$ cat src/rtl/hbd_pkg.sv
package hbd_pkg;

	localparam int TAP_RADIUS     = 31;
	localparam int SAMPLE_BITS    = 16;
	localparam int COEF_FRAC_BITS = 17;

	localparam int NPAIR      = (TAP_RADIUS + 1) / 2;
	localparam int NSTEP      = NPAIR + 1;
	localparam int STEP_W     = $clog2(NSTEP);
	localparam int HIST_DEPTH = 1 << $clog2(2 * TAP_RADIUS + 2);
	localparam int AW         = $clog2(HIST_DEPTH);
	localparam int MAX_OUT    = TAP_RADIUS / 2 + 1;
	localparam int CNT_W      = $clog2(MAX_OUT + 1);
	localparam int TAP_W      = COEF_FRAC_BITS + 2;
	localparam int OPD_W      = SAMPLE_BITS + 1;
	localparam int PROD_W     = OPD_W + TAP_W;
	localparam int ACC_W      = PROD_W + $clog2(NSTEP);
	localparam int CTR_W      = 32;
	localparam int POS_W      = CTR_W + 3;

	localparam longint unsigned PI_HALF_Q29 = 64'd843314857;

	typedef enum logic [2:0] {
		ST_IDLE,
		ST_CHECK,
		ST_RUN,
		ST_DRAIN,
		ST_EMIT
	} hbd_state_t;

	typedef struct packed {
		logic              wr_en;
		logic [AW-1:0]     wr_addr;
		logic              load_first;
		logic              step_valid;
		logic              step_first;
		logic              step_last;
		logic [STEP_W-1:0] step;
		logic [CTR_W-1:0]  n;
		logic [CTR_W-1:0]  i;
		logic              load_out;
		logic              out_last;
		logic              mono;
	} hbd_cmd_t;

	typedef struct packed {
		logic acc_done;
	} hbd_stat_t;

	typedef logic [NPAIR:0][TAP_W-1:0] hbd_tap_vec_t;

	// shift-subtract quotient, used only while building the constant taps
	function automatic longint unsigned udiv(longint unsigned num, longint unsigned den);
		longint unsigned q;
		longint unsigned rem;
		q   = 64'd0;
		rem = 64'd0;
		for (int b = 63; b >= 0; b--) begin
			rem = {rem[62:0], num[b]};
			if (rem >= den) begin
				rem  = rem - den;
				q[b] = 1'b1;
			end
		end
		return q;
	endfunction

	function automatic longint unsigned kaiser_i0(longint unsigned num, longint unsigned den);
		longint unsigned sum;
		longint unsigned term;
		longint unsigned kk;
		logic            run;
		sum  = 64'd1 << 32;
		term = 64'd1 << 32;
		run  = 1'b1;
		for (int k = 1; k < 64; k++) begin
			kk = longint'(k);
			if (run) begin
				term = udiv(term * num, den * kk * kk);
				if (term == 64'd0)
					run = 1'b0;
				else
					sum = sum + term;
			end
		end
		return sum;
	endfunction

	function automatic longint unsigned tap_mag(int a);
		longint unsigned rr;
		longint unsigned aa;
		longint unsigned i0;
		rr = longint'(TAP_RADIUS) * longint'(TAP_RADIUS);
		aa = longint'(a);
		i0 = kaiser_i0(64'd81 * (rr - aa * aa), 64'd4 * rr);
		if (a == 0)
			return ((i0 >> 8) * PI_HALF_Q29) >> 29;
		else if ((a % 2) == 0)
			return 64'd0;
		else
			return udiv(i0, aa) >> 8;
	endfunction

	function automatic logic tap_neg(int a);
		return ((a % 2) == 1) && ((((a - 1) / 2) % 2) == 1);
	endfunction

	function automatic hbd_tap_vec_t build_taps();
		hbd_tap_vec_t    t;
		longint          s;
		longint unsigned q;
		longint          sq;
		int              a;
		s = 0;
		for (int n = -TAP_RADIUS; n <= TAP_RADIUS; n++) begin
			a = (n < 0) ? -n : n;
			if (tap_neg(a))
				s = s - longint'(tap_mag(a));
			else
				s = s + longint'(tap_mag(a));
		end
		for (int k = 0; k <= NPAIR; k++) begin
			a  = (k == 0) ? 0 : 2 * k - 1;
			q  = udiv((tap_mag(a) << (COEF_FRAC_BITS + 1)) + longint'(s),
				64'd2 * longint'(s));
			sq = tap_neg(a) ? -longint'(q) : longint'(q);
			t[k] = sq[TAP_W-1:0];
		end
		return t;
	endfunction

	localparam hbd_tap_vec_t TAPS = build_taps();

endpackage

$ cat src/rtl/hbd_ctrl.sv
module hbd_ctrl import hbd_pkg::*; (
	input  logic      clk,
	input  logic      arst_n,
	input  logic      in_valid,
	output logic      in_ready,
	input  logic      in_last,
	output logic      out_valid,
	input  logic      out_ready,
	input  logic      cfg_valid,
	output logic      cfg_ready,
	input  logic      cfg_data,
	output hbd_cmd_t  cmd,
	input  hbd_stat_t stat
);

	hbd_state_t        state_q, state_d;
	logic [CTR_W-1:0]  frames_q, next_q, cur_i_q;
	logic [CTR_W:0]    limit_q, limit_d;
	logic [CNT_W-1:0]  cnt_q;
	logic [STEP_W-1:0] step_q;
	logic              last_q, two_ch_q, out_valid_q;
	logic              accept, pending, end_run;

	assign cfg_ready = 1'b1;
	assign out_valid = out_valid_q;

	always_comb begin
		if (in_last)
			limit_d = ({1'b0, frames_q} + (CTR_W+1)'(2)) >> 1;
		else if (frames_q >= CTR_W'(TAP_RADIUS))
			limit_d = (({1'b0, frames_q} - (CTR_W+1)'(TAP_RADIUS)) >> 1) + (CTR_W+1)'(1);
		else
			limit_d = '0;
	end

	assign pending = ({1'b0, next_q} < limit_q) && (cnt_q < CNT_W'(MAX_OUT));

	always_comb begin
		state_d        = state_q;
		in_ready       = 1'b0;
		accept         = 1'b0;
		end_run        = 1'b0;
		cmd            = '0;
		cmd.wr_addr    = frames_q[AW-1:0];
		cmd.step       = step_q;
		cmd.step_first = (step_q == '0);
		cmd.step_last  = (step_q == STEP_W'(NPAIR));
		cmd.n          = next_q;
		cmd.i          = cur_i_q;
		cmd.out_last   = last_q && (({1'b0, next_q} + (CTR_W+1)'(1)) == limit_q);
		cmd.mono       = !two_ch_q;
		unique case (state_q)
			ST_IDLE: begin
				in_ready = 1'b1;
				if (in_valid) begin
					accept         = 1'b1;
					cmd.wr_en      = 1'b1;
					cmd.load_first = (frames_q == '0);
					state_d        = ST_CHECK;
				end
			end
			ST_CHECK: begin
				if (pending) begin
					state_d = ST_RUN;
				end else begin
					end_run = last_q;
					state_d = ST_IDLE;
				end
			end
			ST_RUN: begin
				cmd.step_valid = 1'b1;
				if (step_q == STEP_W'(NPAIR))
					state_d = ST_DRAIN;
			end
			ST_DRAIN: begin
				if (stat.acc_done)
					state_d = ST_EMIT;
			end
			ST_EMIT: begin
				if (!out_valid_q || out_ready) begin
					cmd.load_out = 1'b1;
					state_d      = ST_CHECK;
				end
			end
			default: state_d = ST_IDLE;
		endcase
	end

	always_ff @(posedge clk or negedge arst_n) begin
		if (!arst_n)
			state_q <= ST_IDLE;
		else
			state_q <= state_d;
	end

	always_ff @(posedge clk or negedge arst_n) begin
		if (!arst_n) begin
			frames_q    <= '0;
			next_q      <= '0;
			cur_i_q     <= '0;
			limit_q     <= '0;
			cnt_q       <= '0;
			step_q      <= '0;
			last_q      <= 1'b0;
			two_ch_q    <= 1'b1;
			out_valid_q <= 1'b0;
		end else begin
			if (cfg_valid && cfg_ready)
				two_ch_q <= cfg_data;
			if (accept) begin
				cur_i_q  <= frames_q;
				frames_q <= frames_q + CTR_W'(1);
				last_q   <= in_last;
				limit_q  <= limit_d;
				cnt_q    <= '0;
			end
			if (state_q == ST_CHECK)
				step_q <= '0;
			else if (cmd.step_valid)
				step_q <= step_q + STEP_W'(1);
			if (end_run) begin
				frames_q <= '0;
				next_q   <= '0;
			end
			if (cmd.load_out) begin
				next_q      <= next_q + CTR_W'(1);
				cnt_q       <= cnt_q + CNT_W'(1);
				out_valid_q <= 1'b1;
			end else if (out_ready) begin
				out_valid_q <= 1'b0;
			end
		end
	end

endmodule

$ cat config.mk
export PLATFORM = sky130hd
export DESIGN_NAME = hbd_ctrl
export DESIGN_NICKNAME = d
export VERILOG_FILES = /design/src/rtl/hbd_pkg.sv /design/src/rtl/hbd_ctrl.sv
export SDC_FILE = /design/constraint.sdc
export NUM_CORES = 1
export LEC_CHECK = 0
export BUFFER_PORTS_ARGS = -buffer_cell sky130_fd_sc_hd__buf_4
export CORE_ASPECT_RATIO = 0.8
export CORE_MARGIN = 1
export CORE_UTILIZATION = 43
export CTS_BUF_LIST = sky130_fd_sc_hd__clkbuf_4 sky130_fd_sc_hd__clkbuf_8 sky130_fd_sc_hd__clkbuf_16
export DETAILED_ROUTE_END_ITERATION = 12
export GPL_TIMING_DRIVEN = 1
export PLACE_DENSITY = 0.68
export SETUP_SLACK_MARGIN = 0.3
export SYNTH_ARGS = -nofsm -noshare
export SYNTH_HDL_FRONTEND = slang
export SYNTH_SLANG_ARGS = --single-unit
$ cat constraint.sdc
create_clock -name clk -period 4 [get_ports clk]
set_input_delay 0.8 -clock clk [delete_from_list [all_inputs] [get_ports clk]]
set_output_delay 0.8 -clock clk [all_outputs]
set_load 0.01 [all_outputs]
==> qor.csv <==
metric,value,unit
cap_viol_max_count,0,
syn_area,0.0109,mm²
ctsRootBufferMaster,sky130_fd_sc_hd__clkbuf_16,
multi_input_comb_area,0.00676,mm²
hold_buffers,0,
die_height,144,µm
path_clk_slew,0.07,ns
critPathLaunchType,flop,
seq_power_share,37.4,%
post_detailed_route_count_of_antenna_violating_nets,0,
post_route_drc,12,
dieWidth,180,µm
outcome,"complete, but fails checks",
detailedRoute.firstIterationViolations,905,
pin_count_of_the_biggest_net_entering_global_routing,81,
met2WireLength,13.0,mm
ir_worst_vdd,308,µV
syn-instance-count,1352,
timing.max_slew.rel_slack,42.9,%
internal_power,3.17,mW
critical_path.reg2reg.endpoint,limit_q[12],
placementRows,51,
clk-insertion-delay-late,0.44,ns
tritoncts,built,
io-pin-count,94,
post-place-ws,0.116,ns
report.final.hold_viol_count,0,
ys_seq_elements,145,
setup_total_negative_slack,0,ns
cts_max_path_buffers,2,
synth-seq-area-share,33.4,%
finalInstanceArea,0.0127,mm²
tightest_slew,0.845,ns
grt_pass1_vias,9296,
syn_to_final_growth,16.9,%
n_fill_cell,2318,
gpl.final_weighted_congestion,0.938,
synth_top_flop_cell,sky130_fd_sc_hd__dfrtp_1,
placement.cell_area,0.0118,mm²
vias_per_cell,5.82,
final_core_util,51.7,%
critical_path_peak_fanout,8,
setup.worst_path.end_class,output pin,
grt_pass1_wl,50.9,mm
power.density,391,mW/mm²
fin_ws,0.228,ns
detail_route.wl_per_cell,17.9,µm
synthDistinctLibCells,80,
regArea,0.00364,mm²
power.share.clock,33.0,%
violations,design-rule violations,
routed.top_layer,met4,
avgSynthCellArea,8.04,µm²
worst_path_dominant_cell_family,simple AND/OR/NAND/NOR gates,
fin_crit_sh,94.3,%
floorplan.initialDensity,44.2,%
synth_warnings,0,
design.die.area,0.0259,mm²
synthesis.nets,1400,
htree_levels,4,
ff_to_ff_start,frames_q[0],
power.switching_fraction,36.2,%
number_of_antenna_violations_at_the_first_check_in_global_routing,0,
report.final.slew_viol_count,0,
num_vias,10100,
dpl.hpwl,21.9,mm
setup_violations,0,
switchingPower,1.80,mW
crit_required,3.20,ns
final_layout_size_suffix_gt1_share,17.9,%
rr_worst_depth,8,
standard_cell_with_the_maximum_stage_delay_on_the_critical_path,sky130_fd_sc_hd__or4_4,
p_comb_share,29.6,%
coreArea,0.0246,mm²
path_cells,buf_4 > nand4_1 > nor2_4 > buf_4 > nand3_2 > xnor2_1 > or4_4 > a2111oi_4 > nand4_1 > nor3_2 > buf_4,
worst-r2r-setup-slack,0.60,ns
power.static_leakage,5.50,nW
detail_route.first_pass.iterations,9,
crit_top_cell,sky130_fd_sc_hd__buf_4,
fraction_of_synthesis_flops_using_an_asynchronous_set_or_reset_pin,100,%
worstSetupPathType,reg -> out,
critical_path_depth,11,
critPathBufInv,3,
gr-total-overflow,0,
met1_length,15.4,mm
number_of_cts_inserted_buffers,17,
number_of_enable_type_register_cells_in_the_synthesized_netlist,0,
wl_met3,2.25,mm
min_period,3.77,ns
max_clock_freq,265,MHz
crit_path_max_incr_delay,0.51,ns
cts_num_sinks,145,
numPortBuffers,92,
setup_repair_after_global_routing_missed_its_margin,yes,
finish.net_count,1457,
cp.arrival,2.97,ns
gr-usage-all-layers,24.6,%
hold_class,in -> async,
route.final.wire_length,31.1,mm
diode_count,0,
fin_skew,0.0163,ns
## layer usage
metal / track usage (%) / up-vias
li1: - / 4904
met1: 37.1 / 4797
met2: 36.0 / 386
met3: 3.58 / 40
met4: 7.17 / 0
met5: 0 / -
## synth_stat cells (4+ instances only)
| master | n | area share (%) |
|---|---|---|
| sky130_fd_sc_hd__o221ai_1 | 15 | 1.2 |
| sky130_fd_sc_hd__nand4_1 | 40 | 2.3 |
| sky130_fd_sc_hd__and3_1 | 26 | 1.5 |
| sky130_fd_sc_hd__o311a_1 | 5 | 0.46 |
| sky130_fd_sc_hd__inv_1 | 44 | 1.5 |
| sky130_fd_sc_hd__nor2b_1 | 11 | 0.63 |
| sky130_fd_sc_hd__a21o_1 | 5 | 0.35 |
| sky130_fd_sc_hd__and4_1 | 13 | 1.0 |
| sky130_fd_sc_hd__or3_1 | 25 | 1.4 |
| sky130_fd_sc_hd__o21ai_1 | 4 | 0.18 |
| sky130_fd_sc_hd__xor2_1 | 52 | 4.2 |
| sky130_fd_sc_hd__nor4b_1 | 6 | 0.48 |
| sky130_fd_sc_hd__nand2b_1 | 11 | 0.63 |
| sky130_fd_sc_hd__o311ai_0 | 4 | 0.32 |
| sky130_fd_sc_hd__nor3_4 | 4 | 0.60 |
| sky130_fd_sc_hd__or2_2 | 4 | 0.23 |
| sky130_fd_sc_hd__nor4_1 | 19 | 1.1 |
| sky130_fd_sc_hd__a221oi_1 | 7 | 0.56 |
| sky130_fd_sc_hd__ha_1 | 40 | 4.6 |
| sky130_fd_sc_hd__nand3_1 | 69 | 3.2 |
| sky130_fd_sc_hd__nor3_2 | 5 | 0.46 |
| sky130_fd_sc_hd__and2_1 | 9 | 0.52 |
| sky130_fd_sc_hd__nor2_1 | 116 | 4.0 |
| sky130_fd_sc_hd__a21oi_1 | 43 | 2.0 |
| sky130_fd_sc_hd__nor3_1 | 35 | 1.6 |
| sky130_fd_sc_hd__nand2_1 | 220 | 7.6 |
| sky130_fd_sc_hd__a211oi_1 | 5 | 0.35 |
| sky130_fd_sc_hd__a31oi_1 | 14 | 0.81 |
| sky130_fd_sc_hd__buf_2 | 27 | 1.2 |
| sky130_fd_sc_hd__o21ai_0 | 61 | 2.8 |
| sky130_fd_sc_hd__a221o_1 | 6 | 0.55 |
| sky130_fd_sc_hd__clkbuf_1 | 67 | 2.3 |
| sky130_fd_sc_hd__xnor2_1 | 78 | 6.3 |
| sky130_fd_sc_hd__a21boi_0 | 5 | 0.35 |
| sky130_fd_sc_hd__o211ai_1 | 29 | 2.0 |
| sky130_fd_sc_hd__buf_4 | 10 | 0.69 |
| sky130_fd_sc_hd__or4_1 | 8 | 0.55 |
| sky130_fd_sc_hd__dfrtp_1 | 144 | 33 |
## flip-flops by register name (all words and copies together) (netlist names)
register,flops
cnt_q,5
cur_i_q,32
frames_q,32
last_q,1
limit_q,33
next_q,32
out_valid,1
state_q,3
step_q,5
two_ch_q,1
## per-stage QoR
step	total power [mW]	instances	hold slack (ns)
2_1_floorplan	2.79	1352	0.468
3_3_place_gp	3.24	1689	0.461
3_5_place_dp	3.27	1689	0.464
4_1_cts	4.99	1731	0.455
5_1_grt	5.27	1740	0.495
6_report	4.96	1740	0.430
## worst register-to-register path: stages, from the launching register on
cell and delay, ns:
sky130_fd_sc_hd__dfrtp_2 0.55, sky130_fd_sc_hd__ha_1 0.33, sky130_fd_sc_hd__nand4_1 0.50, sky130_fd_sc_hd__and3_1 0.40, sky130_fd_sc_hd__o311ai_0 0.75, sky130_fd_sc_hd__nor3b_1 0.15
sky130_fd_sc_hd__xnor2_1 0.17, sky130_fd_sc_hd__a221oi_1 0.34, sky130_fd_sc_hd__a21oi_1 0.07
## what timing repair did
item | CTS | global route
endpoints found under the setup margin | 1 | 11
setup buffers | 10 | 9
cloned | 0 | 0
pin swaps | 12 | 12
resized for setup | 37 | 17
## cell type report
cell class              count  area share (%)
clock buffers              20            3.57
clock inverters            12            1.07
inverters                  45            1.33
multi-input cells        1052            53.2
flip-flops and latches    145            28.6
well taps                 318            3.13
repair buffers            148            9.09
## cell families (layout without fill, tap and decap cells)
logic type / count (synthesis) / count (layout) / share of synthesized area, %
multiplexers: 1 / 1 / 0.0921
flip-flops: 145 / 145 / 33.4
AO/OA/AOI/OAI: 234 / 234 / 14.9
other: 1 / 1 / 0.0345
XOR/XNOR: 130 / 130 / 10.5
buffers and inverters: 155 / 225 / 6.22
AND/OR/NAND/NOR: 646 / 646 / 30.3
adder cells (fa/ha/maj): 40 / 40 / 4.60
## how the worst max path moves through the flow
| stage | end | startpoint | slack [ns] |
|---|---|---|---|
| 6_report | cmd[1] | next_q[7] | 0.23 |
| 5_1_grt | cmd[1] | next_q[1] | 0.14 |
| 4_1_cts | cmd[1] | next_q[22] | 0.31 |
| 3_5_place_dp | cmd[1] | next_q[0] | 0.12 |
| 2_1_floorplan | cmd[1] | next_q[1] | 0.51 |
| 3_3_place_gp | cmd[1] | next_q[0] | 0.18 |
## placed cells by master (no fill, tap or decap), drive strengths merged, types with 4 or more instances in the layout
| cell type | count |
|---|---|
| o311ai | 4 |
| clkinv | 6 |
| a221oi | 7 |
| o311a | 5 |
| a31oi | 14 |
| dfrtp | 144 |
| o21ai | 65 |
| a21oi | 43 |
| nand4 | 41 |
| nand3 | 71 |
| nor3b | 4 |
| o221ai | 16 |
| clkbuf | 20 |
| and3 | 26 |
| nor2b | 11 |
| nand2 | 221 |
| inv | 46 |
| nor4 | 22 |
| ha | 40 |
| o211ai | 29 |
| o31ai | 4 |
| nand2b | 11 |
| xnor2 | 78 |
| nor4b | 7 |
| and4 | 13 |
| or2 | 4 |
| or4 | 8 |
| buf | 148 |
| a21boi | 5 |
| a221o | 6 |
| nor2 | 118 |
| nor3 | 44 |
| or3 | 26 |
| a311oi | 4 |
| a211oi | 5 |
| a21o | 5 |
| and2 | 9 |
| xor2 | 52 |
## power groups by stage
stage          clock (mW)  sequential (mW)  combinational (mW)
2_1_floorplan           0             1.81               0.979
3_3_place_gp            0             1.87                1.37
3_5_place_dp            0             1.88                1.40
4_1_cts              1.68             1.85                1.46
5_1_grt              1.73             1.88                1.65
6_report             1.64             1.86                1.47
Note: power is estimated with default switching activity, not from simulation.
